<file path="config.mk">
export PLATFORM = sky130hd
export DESIGN_NAME = system_timer_compare_regs
export DESIGN_NICKNAME = d
export VERILOG_FILES = /design/src/rtl/core/stcr_pkg.sv /design/src/rtl/core/system_timer_compare_regs.sv
export VERILOG_INCLUDE_DIRS = /design/src /design/src/rtl/core
export SDC_FILE = /design/constraint.sdc
export NUM_CORES = 2
export LEC_CHECK = 0
export ABC_AREA = 1
export ABC_CLOCK_PERIOD_IN_PS = 59400
export BUFFER_PORTS_ARGS = -buffer_cell sky130_fd_sc_hd__buf_4
export CORE_UTILIZATION = 35
export CTS_CLUSTER_DIAMETER = 40
export DETAILED_ROUTE_END_ITERATION = 6
export PLACE_DENSITY_LB_ADDON = 0.12
export SLEW_MARGIN = 0
export SYNTH_ARGS = -nofsm -noshare
export SYNTH_HDL_FRONTEND = slang
export SYNTH_SLANG_ARGS = --single-unit
</file>
<file path="constraint.sdc">
create_clock -name clock -period 59.4 [get_ports clock]
set_input_delay 11.88 -clock clock [delete_from_list [all_inputs] [get_ports clock]]
set_output_delay 11.88 -clock clock [all_outputs]
set_load 0.005 [all_outputs]
</file>
<file path="src/rtl/core/system_timer_compare_regs_assert.svh">
// assertion macros for the system timer compare register block
`ifndef SYSTEM_TIMER_COMPARE_REGS_ASSERT_SVH
`define SYSTEM_TIMER_COMPARE_REGS_ASSERT_SVH

// same-cycle implication, checked outside reset
`define STCR_ASSERT_IMP(label, clk, rst, ante, cons, msg) \
   label: assert property (@(posedge clk) disable iff (rst) (ante) |-> (cons)) \
      else $error(msg);

// next-cycle implication, checked outside reset
`define STCR_ASSERT_NEXT(label, clk, rst, ante, cons, msg) \
   label: assert property (@(posedge clk) disable iff (rst) (ante) |=> (cons)) \
      else $error(msg);

`endif

</file>
<file path="src/rtl/core/stcr_pkg.sv">
// constants and register map of the system timer compare register block
package stcr_pkg;

   // command codes
   localparam logic [1:0] CMD_TICK  = 2'd0;
   localparam logic [1:0] CMD_READ  = 2'd1;
   localparam logic [1:0] CMD_WRITE = 2'd2;

   // address space and identity reset value
   localparam int          ADDR_WORDS = 128;
   localparam logic [31:0] ID_RESET   = 32'h0000_0000;

   // standard word map
   localparam logic [6:0] W_CLC    = 7'd0;
   localparam logic [6:0] W_ID     = 7'd2;
   localparam logic [6:0] W_TIM0   = 7'd4;
   localparam logic [6:0] W_TIM6   = 7'd10;
   localparam logic [6:0] W_CAP    = 7'd11;
   localparam logic [6:0] W_CMP0   = 7'd12;
   localparam logic [6:0] W_CMP1   = 7'd13;
   localparam logic [6:0] W_CMCON  = 7'd14;
   localparam logic [6:0] W_ICR    = 7'd15;
   localparam logic [6:0] W_ISCR   = 7'd16;
   localparam logic [6:0] W_TIM0SV = 7'(32'h50 / 4);
   localparam logic [6:0] W_CAPSV  = 7'(32'h50 / 4 + 1);
   localparam logic [6:0] W_OCS    = 7'(32'hE8 / 4);
   localparam logic [6:0] W_ACCEN0 = 7'(32'hE8 / 4 + 5);

   // alternate word map
   localparam logic [6:0] ALT_ABS    = 7'(32'h020 / 4);
   localparam logic [6:0] ALT_ABS_HI = 7'(32'h024 / 4);
   localparam logic [6:0] ALT_CMP0   = 7'(32'h120 / 4);
   localparam logic [6:0] ALT_CMP1   = 7'(32'h120 / 4 + 1);
   localparam logic [6:0] ALT_CMCON  = 7'(32'h120 / 4 + 2);
   localparam logic [6:0] ALT_ICR    = 7'(32'h12C / 4);
   localparam logic [6:0] ALT_ISCR   = 7'(32'h130 / 4);

   // interrupt control bits
   localparam int ICR_CMP0EN = 0;
   localparam int ICR_CMP0IR = 1;
   localparam int ICR_CMP1IR = 5;

   // plain register slots
   localparam int          PLAIN_SLOTS = 8;
   localparam logic [2:0]  SLOT_CLC    = 3'd0;
   localparam logic [2:0]  SLOT_ID     = 3'd1;

   // result word
   typedef struct packed {
      logic        irq_pulse;
      logic [31:0] read_data;
   } rsp_word_type;

endpackage

</file>
<file path="src/rtl/core/system_timer_compare_regs.sv">
// system timer with bit-field compare behind a 32-bit word register map
// results are registered in the output entry, or in the skid entry when it is held
// throughput: one word per cycle while req_tready is high; req and rsp sides parted
// by an output buffer; req_tready drops only while both its entries hold unread results
// reset (synchronous, active high) clears counter, registers, capture and map select;
// the identity register takes its reset constant
`include "system_timer_compare_regs_assert.svh"

module system_timer_compare_regs #(
   parameter int          ADDR_WORDS = stcr_pkg::ADDR_WORDS,
   parameter logic [31:0] ID_RESET   = stcr_pkg::ID_RESET
) (
   input  logic        clock,
   input  logic        reset,
   // config
   input  logic        csr_wr_en,
   input  logic        csr_wr_data,     // alt_address_map
   // request side
   input  logic        req_tvalid,
   output logic        req_tready,
   input  logic [39:0] req_tdata,       // word_addr[6:0], write_data[38:7], zero pad
   input  logic [1:0]  req_tuser,       // cmd[1:0]
   // response side
   output logic        rsp_tvalid,
   input  logic        rsp_tready,
   output logic [39:0] rsp_tdata        // read_data[31:0], irq_pulse[32], zero pad
);

   localparam logic [7:0] ADDR_LIMIT = 8'(ADDR_WORDS);

   // architectural state
   logic        alt_map_ff;
   logic [63:0] counter_ff, counter_in;
   logic [31:0] compare0_ff, compare0_in;
   logic [31:0] compare1_ff, compare1_in;
   logic [31:0] cmcon_ff, cmcon_in;
   logic [31:0] icr_ff, icr_in;
   logic [31:0] capture_ff, capture_in;
   logic [31:0] plain_ff [stcr_pkg::PLAIN_SLOTS];
   logic [31:0] plain_in [stcr_pkg::PLAIN_SLOTS];

   // output buffer
   logic                   rsp_valid_ff;
   logic                   skid_valid_ff;
   stcr_pkg::rsp_word_type rsp_word_ff;
   stcr_pkg::rsp_word_type skid_word_ff;
   stcr_pkg::rsp_word_type new_word;

   // request fields
   logic [1:0]  cmd;
   logic [6:0]  word_addr;
   logic [31:0] write_data;
   logic        req_acc;
   logic        rsp_take;
   logic        mapped;
   logic [6:0]  eff_addr;
   logic        is_plain;
   logic [2:0]  plain_slot;
   logic [2:0]  tim_idx;
   logic [63:0] tick_count;
   logic        tick_match;

   assign cmd        = req_tuser;
   assign word_addr  = req_tdata[6:0];
   assign write_data = req_tdata[38:7];
   assign req_tready = !skid_valid_ff;
   assign req_acc    = req_tvalid && req_tready;
   assign rsp_take   = rsp_valid_ff && rsp_tready;
   assign rsp_tvalid = rsp_valid_ff;
   assign rsp_tdata  = {7'd0, rsp_word_ff.irq_pulse, rsp_word_ff.read_data};
   assign mapped     = {1'b0, word_addr} < ADDR_LIMIT;

   // alternate map remap
   always_comb begin
      eff_addr = word_addr;
      if (alt_map_ff) begin
         case (word_addr)
            stcr_pkg::ALT_ABS:    eff_addr = stcr_pkg::W_TIM0;
            stcr_pkg::ALT_ABS_HI: eff_addr = stcr_pkg::W_CAP;
            stcr_pkg::ALT_CMP0:   eff_addr = stcr_pkg::W_CMP0;
            stcr_pkg::ALT_CMP1:   eff_addr = stcr_pkg::W_CMP1;
            stcr_pkg::ALT_CMCON:  eff_addr = stcr_pkg::W_CMCON;
            stcr_pkg::ALT_ICR:    eff_addr = stcr_pkg::W_ICR;
            stcr_pkg::ALT_ISCR:   eff_addr = stcr_pkg::W_ISCR;
            default:              eff_addr = word_addr;
         endcase
      end
   end

   // plain register slot decode
   always_comb begin
      is_plain   = 1'b0;
      plain_slot = stcr_pkg::SLOT_CLC;
      if (eff_addr == stcr_pkg::W_CLC) begin
         is_plain = 1'b1;
      end else if (eff_addr == stcr_pkg::W_ID) begin
         is_plain   = 1'b1;
         plain_slot = stcr_pkg::SLOT_ID;
      end else if (eff_addr >= stcr_pkg::W_OCS && eff_addr <= stcr_pkg::W_ACCEN0) begin
         is_plain   = 1'b1;
         plain_slot = 3'(eff_addr - stcr_pkg::W_OCS) + 3'd2;
      end
   end

   assign tim_idx = 3'(eff_addr - stcr_pkg::W_TIM0);

   // compare 0 bit-field match on the incremented count
   logic [4:0]  mstart;
   logic [31:0] field_mask;
   logic [63:0] low_mask;
   logic [63:0] shifted;
   assign tick_count = counter_ff + 64'd1;
   assign mstart     = cmcon_ff[12:8];
   assign field_mask = 32'hFFFF_FFFF >> (5'd31 - cmcon_ff[4:0]);
   assign low_mask   = ~(64'hFFFF_FFFF_FFFF_FFFF << mstart);
   assign shifted    = tick_count >> mstart;
   assign tick_match = ((tick_count & low_mask) == 64'd0)
                       && ((shifted[31:0] & field_mask) == (compare0_ff & field_mask));

   // next state and result of the accepted word
   always_comb begin
      counter_in  = counter_ff;
      compare0_in = compare0_ff;
      compare1_in = compare1_ff;
      cmcon_in    = cmcon_ff;
      icr_in      = icr_ff;
      capture_in  = capture_ff;
      for (int i = 0; i < stcr_pkg::PLAIN_SLOTS; i++) begin
         plain_in[i] = plain_ff[i];
      end
      new_word.read_data = 32'd0;
      new_word.irq_pulse = 1'b0;
      case (cmd)
         stcr_pkg::CMD_TICK: begin
            counter_in = tick_count;
            if (tick_match) begin
               icr_in[stcr_pkg::ICR_CMP0IR] = 1'b1;
               new_word.irq_pulse = icr_ff[stcr_pkg::ICR_CMP0EN];
            end
         end
         stcr_pkg::CMD_READ: begin
            if (mapped) begin
               if (eff_addr >= stcr_pkg::W_TIM0 && eff_addr <= stcr_pkg::W_TIM6) begin
                  capture_in         = counter_ff[63:32];
                  new_word.read_data = 32'(counter_ff >> {tim_idx, 2'b00});
               end else if (eff_addr == stcr_pkg::W_TIM0SV) begin
                  capture_in         = counter_ff[63:32];
                  new_word.read_data = counter_ff[31:0];
               end else if (eff_addr == stcr_pkg::W_CAP || eff_addr == stcr_pkg::W_CAPSV) begin
                  new_word.read_data = capture_ff;
               end else if (eff_addr == stcr_pkg::W_CMP0) begin
                  new_word.read_data = compare0_ff;
               end else if (eff_addr == stcr_pkg::W_CMP1) begin
                  new_word.read_data = compare1_ff;
               end else if (eff_addr == stcr_pkg::W_CMCON) begin
                  new_word.read_data = cmcon_ff;
               end else if (eff_addr == stcr_pkg::W_ICR) begin
                  new_word.read_data = icr_ff;
               end else if (is_plain) begin
                  new_word.read_data = plain_ff[plain_slot];
               end
            end
         end
         stcr_pkg::CMD_WRITE: begin
            if (mapped) begin
               if (eff_addr == stcr_pkg::W_CAP) begin
                  capture_in = write_data;
               end else if (eff_addr == stcr_pkg::W_CMP0) begin
                  compare0_in = write_data;
               end else if (eff_addr == stcr_pkg::W_CMP1) begin
                  compare1_in = write_data;
               end else if (eff_addr == stcr_pkg::W_CMCON) begin
                  cmcon_in = write_data;
               end else if (eff_addr == stcr_pkg::W_ICR) begin
                  icr_in = write_data;
               end else if (eff_addr == stcr_pkg::W_ISCR) begin
                  // clears first, sets win
                  if (write_data[0]) icr_in[stcr_pkg::ICR_CMP0IR] = 1'b0;
                  if (write_data[2]) icr_in[stcr_pkg::ICR_CMP1IR] = 1'b0;
                  if (write_data[1]) icr_in[stcr_pkg::ICR_CMP0IR] = 1'b1;
                  if (write_data[3]) icr_in[stcr_pkg::ICR_CMP1IR] = 1'b1;
               end else if (is_plain) begin
                  plain_in[plain_slot] = write_data;
               end
            end
         end
         default: begin
         end
      endcase
   end

   // state registers
   always_ff @(posedge clock) begin
      if (reset) begin
         alt_map_ff  <= 1'b0;
         counter_ff  <= 64'd0;
         compare0_ff <= 32'd0;
         compare1_ff <= 32'd0;
         cmcon_ff    <= 32'd0;
         icr_ff      <= 32'd0;
         capture_ff  <= 32'd0;
         for (int i = 0; i < stcr_pkg::PLAIN_SLOTS; i++) begin
            plain_ff[i] <= (i == int'(stcr_pkg::SLOT_ID)) ? ID_RESET : 32'd0;
         end
      end else begin
         if (csr_wr_en) begin
            alt_map_ff <= csr_wr_data;
         end
         if (req_acc) begin
            counter_ff  <= counter_in;
            compare0_ff <= compare0_in;
            compare1_ff <= compare1_in;
            cmcon_ff    <= cmcon_in;
            icr_ff      <= icr_in;
            capture_ff  <= capture_in;
            for (int i = 0; i < stcr_pkg::PLAIN_SLOTS; i++) begin
               plain_ff[i] <= plain_in[i];
            end
         end
      end
   end

   // two-entry output buffer control
   always_ff @(posedge clock) begin
      if (reset) begin
         rsp_valid_ff  <= 1'b0;
         skid_valid_ff <= 1'b0;
      end else begin
         if (rsp_take) begin
            if (skid_valid_ff) begin
               rsp_valid_ff  <= 1'b1;
               skid_valid_ff <= 1'b0;
            end else begin
               rsp_valid_ff <= req_acc;
            end
         end else if (req_acc) begin
            if (rsp_valid_ff) begin
               skid_valid_ff <= 1'b1;
            end else begin
               rsp_valid_ff <= 1'b1;
            end
         end
      end
   end

   // output buffer words
   always_ff @(posedge clock) begin
      if (rsp_take) begin
         if (skid_valid_ff) begin
            rsp_word_ff <= skid_word_ff;
         end else if (req_acc) begin
            rsp_word_ff <= new_word;
         end
      end else if (req_acc && !rsp_valid_ff) begin
         rsp_word_ff <= new_word;
      end
      if (req_acc && (skid_valid_ff || (rsp_valid_ff && !rsp_take))) begin
         skid_word_ff <= new_word;
      end
   end

   // checks
   `STCR_ASSERT_IMP(a_skid_needs_out, clock, reset, skid_valid_ff, rsp_valid_ff,
      "skid entry held while output entry empty")
   `STCR_ASSERT_NEXT(a_tick_counts, clock, reset, req_acc && (cmd == stcr_pkg::CMD_TICK),
      counter_ff == $past(counter_ff) + 64'd1, "tick did not advance the counter")
   `STCR_ASSERT_NEXT(a_access_holds_count, clock, reset,
      req_acc && (cmd != stcr_pkg::CMD_TICK), $stable(counter_ff),
      "register access moved the counter")
   `STCR_ASSERT_NEXT(a_match_sets_flag, clock, reset,
      req_acc && (cmd == stcr_pkg::CMD_TICK) && tick_match,
      icr_ff[stcr_pkg::ICR_CMP0IR], "compare match did not set the flag")

endmodule

</file>
==> impl_metrics.toml <==
[layout]
post-route-util_pct = 40.7
fill_cells = 10368
final_nets = 4809
layout_commonest_cell = "nand2_1"
multiInputGateArea_mm2 = 0.0170
syn_to_final_growth_pct = 15.0
final_cell_mix = "905 x nand2_1, 663 x nor2_1, 541 x a21oi_1, 490 x nand3_1, 413 x inv_1"
seq_area_mm2 = 0.0142
drive_above_1_share_pct = 8.88

[cts]
ctsResizeCount = 0
cts.reportedPaths.clkPinSlew_ns = 0.05
worstSkewPairLatency_ns = 0.70
cts_buffers = 108
cts.path.max_buffers = 3
tritoncts = "yes"
h-tree-depth = 3
cts.sinks = 549
clockRootBuffer = "clkbuf_16"
ctsHoldBuffers = 0
post-cts-setup-buffer-count = 0

[timing]
tightest_slew_ns = 1.18
timing.final.crit_share_pct = 29.0
rsz0062_at_grt = "false"
whs_ns = 0.451
finalClockSkew_ns = 0.0488
hold_viol = 0
max_clock_freq_mhz = 58.1
final-setup-viol-count = 0
slew_headroom_pct = 21.4
fin_crit_ns = 17.23
final_max_slew_viol_count = 0
fin_tns_setup_ns = 0

[yosys]
synth_compound_area_share_pct = 20.8
synth-simple-area-share_pct = 28.1
synth_flop_cell = "edfxtp_1"
synth_area_leaders = "edfxtp_1 28%, dfxtp_1 13%, nand2_1 10%"
synth_top_cell_area_share_pct = 28.3
syn_area_per_cell_um2 = 7.07
synthMuxAreaShare_pct = 0.0293
ys_seq_area_share_pct = 41.5
synth-seq-cells = 549
synth-xor-area-share_pct = 0.282
netlist_instances = 4842
synth_edf_count = 322
synth_top_family_by_area = "simple AND/OR/NAND/NOR gates"
synth_area_mm2 = 0.0342
synth_warnings = 0
synth_fa_ha_area_share_pct = 0.0366
yosysTopAreaCell = "edfxtp_1"
synthArstFlopShare_pct = 0
synth_cell_type_count = 52

[detailed_routing]
drc = 1
drt_iter0_drc = 3571
drtAntennaViolNets = 0
viasPerCell = 5.65
num_vias = 34657
drt_pass1_iterations = 7
finalWirelength_um = 152000
wl_per_cell_um = 24.7

[pwr]
pwr_density_cell_mw_per_mm2 = 29.6
p_sw_mw = 0.300
seq_power_share_pct = 37.2
p_sw_share_pct = 25.8
power_leakage_nw = 15.7
ir_drop_mv = 0.0216
combPwrFrac_pct = 8.1
p_int_mw = 0.864
clkPwrFrac_pct = 54.7

[critical_path]
path_cells = "buf_4, nor2_1, inv_2, nor2_1, a211oi_2, nand2_1, nand2_1, nand2_1, nand2_4, nor2_4, nand2_1, o31ai_1, inv_1, nand3_1, o21ai_4, buf_4, buf_4, buf_4"
endpoint = "plain_ff[4][23]$_SDFFCE_PN0P_"
cp.arrival_ns = 17.53
required_ns = 59.71
rr_startpoint = "alt_map_ff$_SDFFE_PP0P_"
r2r-end = "plain_ff[4][23]$_SDFFCE_PN0P_"
r2r_cells = 11
crit_slowest_cell = "buf_4"
rrSetupSlack_ns = 54.07
cp-start-kind = "input pin"
slowest_delay_ns = 0.83
critPathMaxFanout = 66
worstSetupEndpointType = "register"
startpoint = "req_tdata[0]"
critPathKind = "input pin to register"

[grt]
grt_use_total_pct = 30.1
grt_pass1_vias = 32139
overflow = 0
antenna_found_initial = 2
grt_pass1_wl_um = 219000
grt_max_degree = 96

[floorplanning]
num_io_pins = 90
start_util_pct = 35.4
fp.dieH_um = 315
core-area_mm2 = 0.0967
dieArea_mm2 = 0.0990
fp.dieW_um = 315
rows = 114

[placed_design]
dpl.hpwl_um = 108000
portBuffers = 81
globalplace.congestion = 1.03

[status]
outcome = "finished with violations"
violations = "DRC"

[worst_hold_path]
min_path_type = "register to register"

[flow_run]
drv_cap = 0
area by class of cell:
cell class                 instances  area share (%)
multi-input combinational       3519            43.3
sequential                       549            36.1
clock buffer                     138            7.49
inverter                         442            4.24
tap                             1276            4.06
timing repair buffer             140            2.67
clock inverter                    67            2.13
antenna                            3          0.0191
how the worst min path moves through the flow:
stage,startpoint,to,slack (ns),depth (start not counted)
after floorplan,cmcon_ff[13]$_SDFFE_PP0P_,cmcon_ff[13]$_SDFFE_PP0P_,0.43,2
after global placement,cmcon_ff[23]$_SDFFE_PP0P_,cmcon_ff[23]$_SDFFE_PP0P_,0.44,2
after detailed placement,compare1_ff[29]$_SDFFE_PP0P_,compare1_ff[29]$_SDFFE_PP0P_,0.44,2
after CTS,compare1_ff[29]$_SDFFE_PP0P_,compare1_ff[29]$_SDFFE_PP0P_,0.45,2
after global routing,compare1_ff[25]$_SDFFE_PP0P_,compare1_ff[25]$_SDFFE_PP0P_,0.46,2
final,cmcon_ff[21]$_SDFFE_PP0P_,cmcon_ff[21]$_SDFFE_PP0P_,0.45,2
stage by stage:
step	instance area, µm²	std cells	setup slack, ns	power, mW
floorplan	34200	4848	31.75	0.494
detailed placement	35600	5926	41.46	0.533
global route	39300	6131	41.84	1.20
CTS	39300	6131	42.18	1.17
global placement	35600	5926	41.44	0.532
finish	39300	6134	42.17	1.16
kinds of logic (layout without fill, tap and decap cells):
kind of cell / after synthesis / count (layout)
buf+inv: 780 / 787
mux: 1 / 1
other cells: 1 / 10
xor+xnor: 11 / 11
simple gates: 2254 / 2254
flops: 549 / 549
compound gates: 1245 / 1245
fa+ha+maj: 1 / 1
sequential cells by signal, indices dropped and copies added, names as in the netlist, 33 cells and up:
name          flops
counter_ff       64
plain_ff        256
rsp_tdata        33
skid_word_ff     33
cell usage after synthesis, types with 16 or more instances:
| library cell | n |
|---|---|
| nand4_1 | 87 |
| o21ai_1 | 29 |
| inv_1 | 418 |
| buf_4 | 17 |
| inv_2 | 19 |
| buf_1 | 49 |
| nor3_1 | 31 |
| edfxtp_1 | 322 |
| nand2_1 | 909 |
| a21oi_1 | 541 |
| a211oi_2 | 22 |
| buf_2 | 84 |
| o21ai_0 | 346 |
| clkbuf_1 | 184 |
| dfxtp_1 | 227 |
| nand3_1 | 494 |
| nor2_1 | 667 |
| o211ai_1 | 23 |
| a221oi_1 | 38 |
| o22ai_1 | 91 |
| a211oi_1 | 127 |
| nand3b_1 | 16 |
worst max-delay path, delay by kind of cell:
family                 cells  cell delay [ns]
AND/OR/NAND/NOR            9             1.74
buffers and inverters      6             3.00
AO/OA/AOI/OAI              3             0.63
power groups by stage:
stage / Clock [mW] / Combinational (mW) / Sequential, mW
2_1_floorplan: 0 / 0.0557 / 0.438
4_1_cts: 0.646 / 0.0932 / 0.433
5_1_grt: 0.662 / 0.102 / 0.435
6_report: 0.637 / 0.0945 / 0.434
3_3_place_gp: 0 / 0.0925 / 0.440
3_5_place_dp: 0 / 0.0929 / 0.440
layer usage:
layer	vias up	global-route usage (%)	share of wire [%]
li1	16494	-	-
met1	16495	42.1	45
met2	1371	45.2	43
met3	295	4.45	7.3
met4	2	14.4	5.1
met5	-	0	0.0053
No activity file was read; power rests on OpenSTA's default activity.
